[config.mk]
export PLATFORM = sky130hd
export DESIGN_NAME = touch_median_calibrate_flat
export DESIGN_NICKNAME = d
export VERILOG_FILES = /design/src/tmc_pkg.sv /design/src/tmc_req_if.sv /design/src/tmc_rsp_if.sv /design/src/tmc_csr_if.sv /design/src/touch_median_calibrate.sv /design/src/tmc_lane.sv /design/src/tmc_scale.sv /design/src/flat_wrapper.sv
export SDC_FILE = /design/constraint.sdc
export NUM_CORES = 1
export LEC_CHECK = 0
export BUFFER_PORTS_ARGS = -buffer_cell sky130_fd_sc_hd__buf_2
export CAP_MARGIN = 15
export CORE_MARGIN = 5
export CORE_UTILIZATION = 45
export CTS_CLUSTER_DIAMETER = 120
export CTS_CLUSTER_SIZE = 30
export DETAILED_ROUTE_END_ITERATION = 7
export PLACE_DENSITY = 0.7
export SLEW_MARGIN = 30
export SYNTH_ARGS = -nofsm -noshare
export SYNTH_HDL_FRONTEND = slang
export SYNTH_SLANG_ARGS = --single-unit
export TNS_END_PERCENT = 30
[constraint.sdc]
create_clock -name clock -period 8.9 [get_ports clock]
set_clock_uncertainty 0.05 [all_clocks]
set_input_delay 1.78 -clock clock [delete_from_list [all_inputs] [get_ports clock]]
set_output_delay 1.78 -clock clock [all_outputs]
set_load 0.02 [all_outputs]
[src/tmc_pkg.sv]
package tmc_pkg;

   // Filter and screen geometry.
   localparam int WINDOW_SIZE   = 5;
   localparam int SCREEN_WIDTH  = 480;
   localparam int SCREEN_HEIGHT = 320;

   // Field widths.
   localparam int RAW_W = 12;
   localparam int OUT_W = 9;

   // Largest raw reading, used by the mirror step.
   localparam logic [RAW_W-1:0] RAW_MAX = '1;

   // Ring position and rank widths follow the window size.
   localparam int SLOT_W      = (WINDOW_SIZE > 1) ? $clog2(WINDOW_SIZE) : 1;
   localparam int RANK_W      = $clog2(WINDOW_SIZE) + 1;
   localparam int MEDIAN_RANK = WINDOW_SIZE / 2;

   // Scaling widths: the product of a raw difference and a screen size.
   localparam int SCREEN_MAX = (SCREEN_WIDTH > SCREEN_HEIGHT) ? SCREEN_WIDTH : SCREEN_HEIGHT;
   localparam int SIZE_W     = $clog2(SCREEN_MAX + 1);
   localparam int PROD_W     = RAW_W + SIZE_W;
   localparam int STEP_W     = $clog2(PROD_W);

   localparam logic [SIZE_W-1:0] WIDTH_SIZE  = SIZE_W'(SCREEN_WIDTH);
   localparam logic [SIZE_W-1:0] HEIGHT_SIZE = SIZE_W'(SCREEN_HEIGHT);

   // Configuration port.
   localparam int CSR_IDX_W  = 3;
   localparam int CSR_DATA_W = RAW_W;

   typedef enum logic [CSR_IDX_W-1:0] {
      CSR_X_SPAN_LOW  = 3'd0,
      CSR_X_SPAN_HIGH = 3'd1,
      CSR_Y_SPAN_LOW  = 3'd2,
      CSR_Y_SPAN_HIGH = 3'd3,
      CSR_SWAP_AXES   = 3'd4,
      CSR_MIRROR_X    = 3'd5,
      CSR_MIRROR_Y    = 3'd6
   } csr_index_type;

   // Request commands.
   localparam logic CMD_SAMPLE  = 1'b0;
   localparam logic CMD_RELEASE = 1'b1;

   // Window write control shared by both lanes.
   typedef struct packed {
      logic              write;
      logic              fill;
      logic [SLOT_W-1:0] slot;
   } lane_ctrl_type;

endpackage

[src/tmc_req_if.sv]
interface tmc_req_if import tmc_pkg::*; ();
   logic             valid;
   logic             ready;
   logic             cmd;
   logic [RAW_W-1:0] raw_x;
   logic [RAW_W-1:0] raw_y;

   modport source (output valid, output cmd, output raw_x, output raw_y, input ready);
   modport sink (input valid, input cmd, input raw_x, input raw_y, output ready);
endinterface

[src/tmc_rsp_if.sv]
interface tmc_rsp_if import tmc_pkg::*; ();
   logic             valid;
   logic             ready;
   logic [OUT_W-1:0] col;
   logic [OUT_W-1:0] row;
   logic             pressed;

   modport source (output valid, output col, output row, output pressed,
                   input ready);
   modport sink (input valid, input col, input row, input pressed,
                 output ready);
endinterface

[src/tmc_csr_if.sv]
interface tmc_csr_if import tmc_pkg::*; ();
   logic                  valid;
   logic                  ready;
   logic [CSR_IDX_W-1:0]  index;
   logic [CSR_DATA_W-1:0] data;

   modport source (output valid, output index, output data, input ready);
   modport sink (input valid, input index, input data, output ready);
endinterface

[src/touch_median_calibrate.sv]
// Touch filter and calibrator. Each sample transfer carries a raw X/Y
// pair that enters a five-entry ring window per axis; the first sample
// after reset or after a release fills the whole window. The two window
// medians are optionally swapped and mirrored, then scaled linearly
// between the programmed low and high raw values onto a 480 x 320 screen
// and clamped; a zero span maps that axis to 0. A release transfer unprimes
// the windows, so the next sample refills them, and repeats the last
// coordinates with pressed low. The scaling divider retires one quotient
// bit per cycle; a new request is taken only after the current item has
// been handed to the output register. The next request is taken while a
// finished result still waits on the response channel. Configuration is
// accepted at any time and should be written only while no item is in
// flight.
module touch_median_calibrate import tmc_pkg::*; (
   input  logic        clock,
   input  logic        reset,
   tmc_req_if.sink     req_ch,
   tmc_rsp_if.source   rsp_ch,
   tmc_csr_if.sink     csr_ch
);

   typedef enum logic [4:0] {
      ST_IDLE   = 5'b00001,
      ST_MEDIAN = 5'b00010,
      ST_MERGE  = 5'b00100,
      ST_SCALE  = 5'b01000,
      ST_EMIT   = 5'b10000
   } top_state_type;

   top_state_type state_ff, state_in;

   logic [RAW_W-1:0]  x_low_ff, x_high_ff, y_low_ff, y_high_ff;
   logic              swap_ff, mirror_x_ff, mirror_y_ff;

   logic [SLOT_W-1:0] slot_ff, slot_in;
   logic              primed_ff, primed_in;
   logic              pressed_ff, pressed_in;
   logic [OUT_W-1:0]  held_x_ff, held_y_ff;

   logic              rsp_valid_ff, rsp_valid_in;
   logic [OUT_W-1:0]  rsp_x_ff, rsp_y_ff;
   logic              rsp_pressed_ff;

   logic              req_take;
   logic              csr_take;
   logic              emit;
   lane_ctrl_type     lane_ctrl;
   logic [RAW_W-1:0]  median_x, median_y;
   logic [RAW_W-1:0]  merged_x, merged_y;
   logic              scale_start;
   logic              x_done, y_done;
   logic [OUT_W-1:0]  x_result, y_result;

   assign req_take = req_ch.valid && req_ch.ready;
   assign csr_take = csr_ch.valid && csr_ch.ready;
   assign emit     = (state_ff == ST_EMIT) && (!rsp_valid_ff || rsp_ch.ready);

   // Configuration registers.
   assign csr_ch.ready = 1'b1;

   always_ff @(posedge clock) begin
      if (reset) begin
         x_low_ff    <= '0;
         x_high_ff   <= RAW_MAX;
         y_low_ff    <= '0;
         y_high_ff   <= RAW_MAX;
         swap_ff     <= 1'b0;
         mirror_x_ff <= 1'b0;
         mirror_y_ff <= 1'b0;
      end else if (csr_take) begin
         unique case (csr_ch.index)
            CSR_X_SPAN_LOW:  x_low_ff    <= csr_ch.data;
            CSR_X_SPAN_HIGH: x_high_ff   <= csr_ch.data;
            CSR_Y_SPAN_LOW:  y_low_ff    <= csr_ch.data;
            CSR_Y_SPAN_HIGH: y_high_ff   <= csr_ch.data;
            CSR_SWAP_AXES:   swap_ff     <= csr_ch.data[0];
            CSR_MIRROR_X:    mirror_x_ff <= csr_ch.data[0];
            CSR_MIRROR_Y:    mirror_y_ff <= csr_ch.data[0];
            default: begin
            end
         endcase
      end
   end

   // Window bookkeeping shared by both lanes.
   assign lane_ctrl.write = req_take && (req_ch.cmd == CMD_SAMPLE);
   assign lane_ctrl.fill  = !primed_ff;
   assign lane_ctrl.slot  = slot_ff;

   always_comb begin
      slot_in    = slot_ff;
      primed_in  = primed_ff;
      pressed_in = pressed_ff;
      if (req_take) begin
         pressed_in = (req_ch.cmd == CMD_SAMPLE);
         if (req_ch.cmd == CMD_RELEASE) begin
            slot_in   = '0;
            primed_in = 1'b0;
         end else begin
            primed_in = 1'b1;
            slot_in   = (slot_ff == SLOT_W'(WINDOW_SIZE - 1)) ? '0 : slot_ff + SLOT_W'(1);
         end
      end
   end

   // Per-axis lanes: window and median.
   tmc_lane u_lane_x (
      .clock  (clock),
      .reset  (reset),
      .ctrl   (lane_ctrl),
      .raw    (req_ch.raw_x),
      .median (median_x)
   );

   tmc_lane u_lane_y (
      .clock  (clock),
      .reset  (reset),
      .ctrl   (lane_ctrl),
      .raw    (req_ch.raw_y),
      .median (median_y)
   );

   // Merge the lane results: optional axis swap, then mirroring.
   always_comb begin
      merged_x = swap_ff ? median_y : median_x;
      merged_y = swap_ff ? median_x : median_y;
      if (mirror_x_ff) begin
         merged_x = RAW_MAX - merged_x;
      end
      if (mirror_y_ff) begin
         merged_y = RAW_MAX - merged_y;
      end
   end

   assign scale_start = (state_ff == ST_MERGE);

   tmc_scale u_scale_x (
      .clock     (clock),
      .reset     (reset),
      .start     (scale_start),
      .value     (merged_x),
      .span_low  (x_low_ff),
      .span_high (x_high_ff),
      .size      (WIDTH_SIZE),
      .done      (x_done),
      .result    (x_result)
   );

   tmc_scale u_scale_y (
      .clock     (clock),
      .reset     (reset),
      .start     (scale_start),
      .value     (merged_y),
      .span_low  (y_low_ff),
      .span_high (y_high_ff),
      .size      (HEIGHT_SIZE),
      .done      (y_done),
      .result    (y_result)
   );

   // Item sequencer.
   assign req_ch.ready = (state_ff == ST_IDLE);

   always_comb begin
      state_in = state_ff;
      unique case (state_ff)
         ST_IDLE: begin
            if (req_take) begin
               state_in = (req_ch.cmd == CMD_RELEASE) ? ST_EMIT : ST_MEDIAN;
            end
         end
         ST_MEDIAN: begin
            state_in = ST_MERGE;
         end
         ST_MERGE: begin
            state_in = ST_SCALE;
         end
         ST_SCALE: begin
            if (x_done && y_done) begin
               state_in = ST_EMIT;
            end
         end
         ST_EMIT: begin
            if (emit) begin
               state_in = ST_IDLE;
            end
         end
         default: begin
            state_in = ST_IDLE;
         end
      endcase
   end

   // The output register frees when its transfer completes.
   always_comb begin
      rsp_valid_in = rsp_valid_ff;
      if (emit) begin
         rsp_valid_in = 1'b1;
      end else if (rsp_ch.ready) begin
         rsp_valid_in = 1'b0;
      end
   end

   always_ff @(posedge clock) begin
      if (reset) begin
         state_ff     <= ST_IDLE;
         slot_ff      <= '0;
         primed_ff    <= 1'b0;
         pressed_ff   <= 1'b0;
         held_x_ff    <= '0;
         held_y_ff    <= '0;
         rsp_valid_ff <= 1'b0;
      end else begin
         state_ff     <= state_in;
         slot_ff      <= slot_in;
         primed_ff    <= primed_in;
         pressed_ff   <= pressed_in;
         rsp_valid_ff <= rsp_valid_in;
         if ((state_ff == ST_SCALE) && x_done && y_done) begin
            held_x_ff <= x_result;
            held_y_ff <= y_result;
         end
      end
   end

   // Response payload.
   always_ff @(posedge clock) begin
      if (emit) begin
         rsp_x_ff       <= held_x_ff;
         rsp_y_ff       <= held_y_ff;
         rsp_pressed_ff <= pressed_ff;
      end
   end

   assign rsp_ch.valid   = rsp_valid_ff;
   assign rsp_ch.col     = rsp_x_ff;
   assign rsp_ch.row     = rsp_y_ff;
   assign rsp_ch.pressed = rsp_pressed_ff;

endmodule

[src/tmc_lane.sv]
module tmc_lane import tmc_pkg::*; (
   input  logic             clock,
   input  logic             reset,
   input  lane_ctrl_type    ctrl,
   input  logic [RAW_W-1:0] raw,
   output logic [RAW_W-1:0] median
);

   logic [RAW_W-1:0]  window_ff [WINDOW_SIZE];
   logic [RANK_W-1:0] rank      [WINDOW_SIZE];
   logic [RAW_W-1:0]  median_in;
   logic [RAW_W-1:0]  median_ff;

   // Ring write; an unprimed window takes the sample in every entry.
   always_ff @(posedge clock) begin
      for (int i = 0; i < WINDOW_SIZE; i++) begin
         if (ctrl.write && (ctrl.fill || ctrl.slot == SLOT_W'(i))) begin
            window_ff[i] <= raw;
         end
      end
   end

   // Stable rank of each entry: smaller values, and equal values at lower
   // positions, come first. The entry whose rank is the middle index is the
   // median of the sorted window.
   always_comb begin
      for (int i = 0; i < WINDOW_SIZE; i++) begin
         rank[i] = '0;
         for (int j = 0; j < WINDOW_SIZE; j++) begin
            if (j != i) begin
               if ((window_ff[j] < window_ff[i]) ||
                   ((window_ff[j] == window_ff[i]) && (j < i))) begin
                  rank[i] = rank[i] + RANK_W'(1);
               end
            end
         end
      end
   end

   // Exactly one entry holds the middle rank, so an OR of the gated values selects it.
   always_comb begin
      median_in = '0;
      for (int i = 0; i < WINDOW_SIZE; i++) begin
         if (rank[i] == RANK_W'(MEDIAN_RANK)) begin
            median_in = median_in | window_ff[i];
         end
      end
   end

   always_ff @(posedge clock) begin
      if (reset) begin
         median_ff <= '0;
      end else begin
         median_ff <= median_in;
      end
   end

   assign median = median_ff;

endmodule

[src/tmc_scale.sv]
module tmc_scale import tmc_pkg::*; (
   input  logic              clock,
   input  logic              reset,
   input  logic              start,
   input  logic [RAW_W-1:0]  value,
   input  logic [RAW_W-1:0]  span_low,
   input  logic [RAW_W-1:0]  span_high,
   input  logic [SIZE_W-1:0] size,
   output logic              done,
   output logic [OUT_W-1:0]  result
);

   typedef enum logic [3:0] {
      SC_IDLE = 4'b0001,
      SC_MUL  = 4'b0010,
      SC_DIV  = 4'b0100,
      SC_DONE = 4'b1000
   } scale_state_type;

   scale_state_type   state_ff, state_in;
   logic [STEP_W-1:0] step_ff, step_in;
   logic              done_ff, done_in;

   logic [RAW_W:0]    diff;
   logic [RAW_W:0]    span;
   logic [RAW_W-1:0]  mag_ff;
   logic [RAW_W-1:0]  den_ff;
   logic              neg_ff;
   logic              zero_ff;
   logic [PROD_W-1:0] quot_ff;
   logic [RAW_W-1:0]  rem_ff;
   logic [RAW_W:0]    trial;
   logic              fits;
   logic [PROD_W-1:0] size_wide;
   logic [PROD_W-1:0] clamped;
   logic [OUT_W-1:0]  result_ff;

   // Signed difference and span, one bit wider than a raw value.
   assign diff = {1'b0, value} - {1'b0, span_low};
   assign span = {1'b0, span_high} - {1'b0, span_low};

   // One restoring division step on the magnitudes.
   assign trial = {rem_ff, quot_ff[PROD_W-1]};
   assign fits  = (trial >= {1'b0, den_ff});

   // Negative quotients and a zero span go to zero; large ones to the last pixel.
   assign size_wide = {{(PROD_W-SIZE_W){1'b0}}, size};
   always_comb begin
      priority if (neg_ff || zero_ff) begin
         clamped = '0;
      end else if (quot_ff >= size_wide) begin
         clamped = size_wide - PROD_W'(1);
      end else begin
         clamped = quot_ff;
      end
   end

   // Sequencer: load, multiply, one quotient bit per cycle, clamp.
   always_comb begin
      state_in = state_ff;
      step_in  = step_ff;
      done_in  = 1'b0;
      unique case (state_ff)
         SC_IDLE: begin
            if (start) begin
               state_in = SC_MUL;
            end
         end
         SC_MUL: begin
            step_in  = '0;
            state_in = SC_DIV;
         end
         SC_DIV: begin
            step_in = step_ff + STEP_W'(1);
            if (step_ff == STEP_W'(PROD_W - 1)) begin
               state_in = SC_DONE;
            end
         end
         SC_DONE: begin
            done_in  = 1'b1;
            state_in = SC_IDLE;
         end
         default: begin
            state_in = SC_IDLE;
         end
      endcase
   end

   always_ff @(posedge clock) begin
      if (reset) begin
         state_ff <= SC_IDLE;
         step_ff  <= '0;
         done_ff  <= 1'b0;
      end else begin
         state_ff <= state_in;
         step_ff  <= step_in;
         done_ff  <= done_in;
      end
   end

   // Datapath registers.
   always_ff @(posedge clock) begin
      unique case (state_ff)
         SC_IDLE: begin
            if (start) begin
               mag_ff  <= diff[RAW_W] ? RAW_W'(-diff) : diff[RAW_W-1:0];
               den_ff  <= span[RAW_W] ? RAW_W'(-span) : span[RAW_W-1:0];
               neg_ff  <= diff[RAW_W] ^ span[RAW_W];
               zero_ff <= (span == '0);
            end
         end
         SC_MUL: begin
            quot_ff <= PROD_W'(mag_ff) * PROD_W'(size);
            rem_ff  <= '0;
         end
         SC_DIV: begin
            rem_ff  <= fits ? RAW_W'(trial - {1'b0, den_ff}) : trial[RAW_W-1:0];
            quot_ff <= {quot_ff[PROD_W-2:0], fits};
         end
         SC_DONE: begin
            result_ff <= clamped[OUT_W-1:0];
         end
         default: begin
         end
      endcase
   end

   assign done   = done_ff;
   assign result = result_ff;

endmodule

[src/flat_wrapper.sv]
// flat-port wrapper written by rule: the top's interface ports become plain ports
module touch_median_calibrate_flat import tmc_pkg::*;
  (clock, reset, req_ch_valid, req_ch_cmd, req_ch_raw_x, req_ch_raw_y, req_ch_ready, rsp_ch_valid, rsp_ch_col, rsp_ch_row, rsp_ch_pressed, rsp_ch_ready, csr_ch_valid, csr_ch_index, csr_ch_data, csr_ch_ready);
  tmc_req_if req_ch_i ();
  tmc_rsp_if rsp_ch_i ();
  tmc_csr_if csr_ch_i ();
  input  logic clock;
  input  logic reset;
  input wire logic [$bits(req_ch_i.valid)-1:0] req_ch_valid;
  input wire logic [$bits(req_ch_i.cmd)-1:0] req_ch_cmd;
  input wire logic [$bits(req_ch_i.raw_x)-1:0] req_ch_raw_x;
  input wire logic [$bits(req_ch_i.raw_y)-1:0] req_ch_raw_y;
  output wire logic [$bits(req_ch_i.ready)-1:0] req_ch_ready;
  output wire logic [$bits(rsp_ch_i.valid)-1:0] rsp_ch_valid;
  output wire logic [$bits(rsp_ch_i.col)-1:0] rsp_ch_col;
  output wire logic [$bits(rsp_ch_i.row)-1:0] rsp_ch_row;
  output wire logic [$bits(rsp_ch_i.pressed)-1:0] rsp_ch_pressed;
  input wire logic [$bits(rsp_ch_i.ready)-1:0] rsp_ch_ready;
  input wire logic [$bits(csr_ch_i.valid)-1:0] csr_ch_valid;
  input wire logic [$bits(csr_ch_i.index)-1:0] csr_ch_index;
  input wire logic [$bits(csr_ch_i.data)-1:0] csr_ch_data;
  output wire logic [$bits(csr_ch_i.ready)-1:0] csr_ch_ready;
  assign req_ch_i.valid = req_ch_valid;
  assign req_ch_i.cmd = req_ch_cmd;
  assign req_ch_i.raw_x = req_ch_raw_x;
  assign req_ch_i.raw_y = req_ch_raw_y;
  assign req_ch_ready = req_ch_i.ready;
  assign rsp_ch_valid = rsp_ch_i.valid;
  assign rsp_ch_col = rsp_ch_i.col;
  assign rsp_ch_row = rsp_ch_i.row;
  assign rsp_ch_pressed = rsp_ch_i.pressed;
  assign rsp_ch_i.ready = rsp_ch_ready;
  assign csr_ch_i.valid = csr_ch_valid;
  assign csr_ch_i.index = csr_ch_index;
  assign csr_ch_i.data = csr_ch_data;
  assign csr_ch_ready = csr_ch_i.ready;
  touch_median_calibrate u_core (.clock(clock), .reset(reset), .req_ch(req_ch_i), .rsp_ch(rsp_ch_i), .csr_ch(csr_ch_i));
endmodule
==> run summary <==
The post-route clock period utilization works out to 0.5517. By startpoint and endpoint, the worst setup path is classified as flop to flop. The starting density of the core is 0.4517, and the wire length per cell is 20.04 um. For this run, the detailed router's first-pass iteration total came to 6. The class of the worst hold path is flop to flop. The layer carrying the most global-route usage was met2.

For this run, the leading register cell type out of synthesis is sky130_fd_sc_hd__edfxtp_1. The leftover overflow at the end of global routing came out at 0. The number of unique standard cell types used by synthesis was 94; the total clock sinks was 398. The logs give 91 for the number of rows created at floorplan and 3609 for the final cell count without fillers.

Clock-pin slew was measured on the worst setup and hold paths at 120 ps. The tools report the number of setup violations in the final report as 0. At the end of the flow, the number of nets in the layout was 3272. The tools report the detailed router's first-iteration violation count as 1674. The worst-case IR drop observed on VDD is 0.1394 mV. The instance count along the most critical hold path is 0, and the fraction of layout instances using a drive strength above 1 is 0.07346.

From synthesis to final layout, the design area changed by 6.694%. The run gives 0 as the final hold violation count. The critical path startpoint category was a flop. STA classifies the critical path endpoint as a flop. Number of cells on the worst reg-to-reg path: 19. The post-DP HPWL came out at 55370 um.

The routed design could run at a clock period as short as 4910 ps. The synthesized design contains 398 register bits. Across the run, the number of max-cap violations was 0. The tools report the number of buffers inserted by post-CTS setup repair as 0. After synthesis, the mean cell area works out to 9.988 um^2. For the maximum number of pins on one net before global-route repair, the log shows 72. The final RePlAce weighted congestion is 0.9371. Leaving out fill and tap cells, the most frequent cell in the layout is sky130_fd_sc_hd__ha_1. Adding up every negative setup slack in the final design gives 0 ps. The floorplan step defined a die boundary enclosing 66660 um^2. The logs give 11.53 nW for the leakage dissipation and 0 for the number of slew-limit violations in the final report.

The number of nets handed over by synthesis was 3240. The first global-routing pass estimated 113400 um of wire. Dividing the detail-routed via count by the number of cells gives 5.919. Setup repair after global routing left no endpoint under its margin. The run gives 0.3868 as the sequential cell area fraction in the yosys report.

After clock tree synthesis, the flow added hold-fix buffers numbering 0. Counting along the longest clock path gives a buffer depth of 3. Buffers placed on the I/O ports in this run total 65. The number of clock buffers inserted by TritonCTS is 17.

The global-route met1 utilization is 0.2851, and the worst slew margin relative to its limit is 0.3323. In this run the vertical extent of the chip is 258.2 um. In this run the worst path has a maximum fanout of 12. The CTS H-tree depth came out at 1.

Data arrives at the worst endpoint at 5330 ps. Post-CTS repair changed the size of 0 cells. The share of synthesized registers carrying an async set or reset works out to 0. Cell area power density: 216.6 nW/um^2.

The tools report the buffer cell driving the clock tree root as sky130_fd_sc_hd__clkbuf_16. Counting flops with a built-in enable in the synthesized netlist gives 275. The tools report the total via count in the routed design as 21360. Data on the critical path is required at its endpoint by 9320 ps. Initial antenna violation count: 3.

In this run the count of I/O pins placed on the die edge is 67. The number of global-route vias before repair was 21140. The logs give 61370 um^2 for the area inside the core boundary and 0 for the DRC violations left.

Summing every instance area after synthesis gives 27720 um^2. Wires add up to 72330 um. Synthesis handed over a netlist of 2775 instances. For the pin with the worst max-slew slack, the measured transition is 982.1 ps.

The horizontal die dimension was 258.2 um; the maximum operating frequency was 203.7 MHz. In the layout the commonest cells are 392 x sky130_fd_sc_hd__ha_1, 275 x sky130_fd_sc_hd__edfxtp_1, 253 x sky130_fd_sc_hd__nand2_1. The clock latency reported for the late side of the worst-skew pair is 560 ps.

The run finished with clean final reports. The met2 capacity usage during global routing was 0.3527; the yosys synthesis warning count was 0. The number of placed instances, taps included, is 3578.

The logs give 0.02552 for the met3 track utilization from global routing and 0.2085 for the overall routing resource usage. The tools report the final antenna-violating net count as 0. TritonCTS built the clock tree.
final timing paths:
path / slack (ps) / endpoint / from
worst max-delay path: 3990 / u_core.u_lane_x.median[10] / u_core.u_lane_x.window_ff[0][17]
worst min-delay path: 390 / u_core.rsp_ch.row[1] / u_core.held_y_ff[1]
worst max register to register: 3990 / u_core.u_lane_x.median[10] / u_core.u_lane_x.window_ff[0][17]
worst min register to register: 390 / u_core.rsp_ch.row[1] / u_core.held_y_ff[1]
metrics by stage:
step	util	hold WS (ps)	total power [mW]	setup WS [ps]	area, um^2
global route	0.4818	404.3	6.826	3722	29570
global placement	0.4727	363.2	5.320	4112	29010
floorplan	-	358.1	4.547	4727	27720
CTS	0.4812	389.7	6.379	4023	29530
finish	0.4819	394.0	6.407	3990	29570
detailed placement	0.4731	362.5	5.414	4062	29040
state kept, by name, indices dropped and copies added (netlist names), 21 cells and up:
name                       cells
u_core.u_scale_x.quot_ff      21
u_core.u_lane_x.window_ff     60
u_core.u_lane_y.window_ff     60
u_core.u_scale_y.quot_ff      21
cell type report:
cell class                 instances  area [um^2]
inverter                         228        855.8
multi-input combinational       2070        15980
fill                            5592        31800
clock inverter                     4        37.54
clock buffer                      26        459.2
antenna                            1        2.502
sequential                       398        10720
tap                              790        988.4
timing repair buffer              92        534.3
metal layers:
metal,vias up,wire length [um]
li1,10320,-
met3,127,3950
met1,10290,32690
met2,619,33700
met5,-,21
met4,4,1965
logic make-up (layout without fill, tap and decap cells):
family	Yosys count	after routing	share of synthesized area
AND/OR/NAND/NOR	805	805	0.1468
other	1	2	0.0001353
flip-flops	398	398	0.3868
AO/OA/AOI/OAI	646	646	0.1602
adder cells (fa/ha/maj)	420	420	0.1972
buffers and inverters	307	350	0.04302
XOR/XNOR	137	137	0.04356
multiplexers	61	61	0.02230
cells in the mapped netlist (28+ instances only):
| master | number | area, um^2 |
|---|---|---|
| sky130_fd_sc_hd__nand3_1 | 75 | 375.4 |
| sky130_fd_sc_hd__a21o_1 | 50 | 375.4 |
| sky130_fd_sc_hd__o211ai_1 | 70 | 525.5 |
| sky130_fd_sc_hd__mux2i_1 | 55 | 550.5 |
| sky130_fd_sc_hd__clkbuf_1 | 60 | 225.2 |
| sky130_fd_sc_hd__ha_1 | 392 | 4905 |
| sky130_fd_sc_hd__inv_1 | 225 | 844.6 |
| sky130_fd_sc_hd__nor3_1 | 45 | 225.2 |
| sky130_fd_sc_hd__nor2_1 | 121 | 454.2 |
| sky130_fd_sc_hd__o21ai_0 | 80 | 400.4 |
| sky130_fd_sc_hd__fa_1 | 28 | 560.5 |
| sky130_fd_sc_hd__nand4_1 | 82 | 513.0 |
| sky130_fd_sc_hd__a21oi_1 | 206 | 1031 |
| sky130_fd_sc_hd__nor2b_1 | 64 | 400.4 |
| sky130_fd_sc_hd__xnor2_1 | 103 | 902.1 |
| sky130_fd_sc_hd__nand2_1 | 254 | 953.4 |
| sky130_fd_sc_hd__dfxtp_1 | 123 | 2462 |
| sky130_fd_sc_hd__edfxtp_1 | 275 | 8258 |
| sky130_fd_sc_hd__xor2_1 | 33 | 289.0 |
| sky130_fd_sc_hd__a31oi_1 | 28 | 175.2 |
where the power goes:
group | leakage, nW | internal [mW] | total (mW) | switching, mW
logic | 7.86 | 1.21 | 3.03 | 1.83
registers | 3.43 | 2.23 | 2.41 | 0.173
clock network | 0.238 | 0.373 | 0.966 | 0.592
worst max-delay path, stage by stage, from the launching register on:
cell and delay (ps):
sky130_fd_sc_hd__edfxtp_1 450, sky130_fd_sc_hd__inv_1 130, sky130_fd_sc_hd__ha_1 260, sky130_fd_sc_hd__a21o_1 200, sky130_fd_sc_hd__a21o_1 170, sky130_fd_sc_hd__a21o_1 170
sky130_fd_sc_hd__a21o_1 170, sky130_fd_sc_hd__a21o_1 170, sky130_fd_sc_hd__a21o_1 170, sky130_fd_sc_hd__a221o_1 350, sky130_fd_sc_hd__a31o_1 210, sky130_fd_sc_hd__ha_1 320
sky130_fd_sc_hd__xor2_1 180, sky130_fd_sc_hd__ha_1 300, sky130_fd_sc_hd__nor2b_1 120, sky130_fd_sc_hd__and4_1 210, sky130_fd_sc_hd__mux2i_1 90, sky130_fd_sc_hd__mux2i_2 800
sky130_fd_sc_hd__nand2_1 130, sky130_fd_sc_hd__a31oi_1 190
Power figures use the tool's default switching activity.
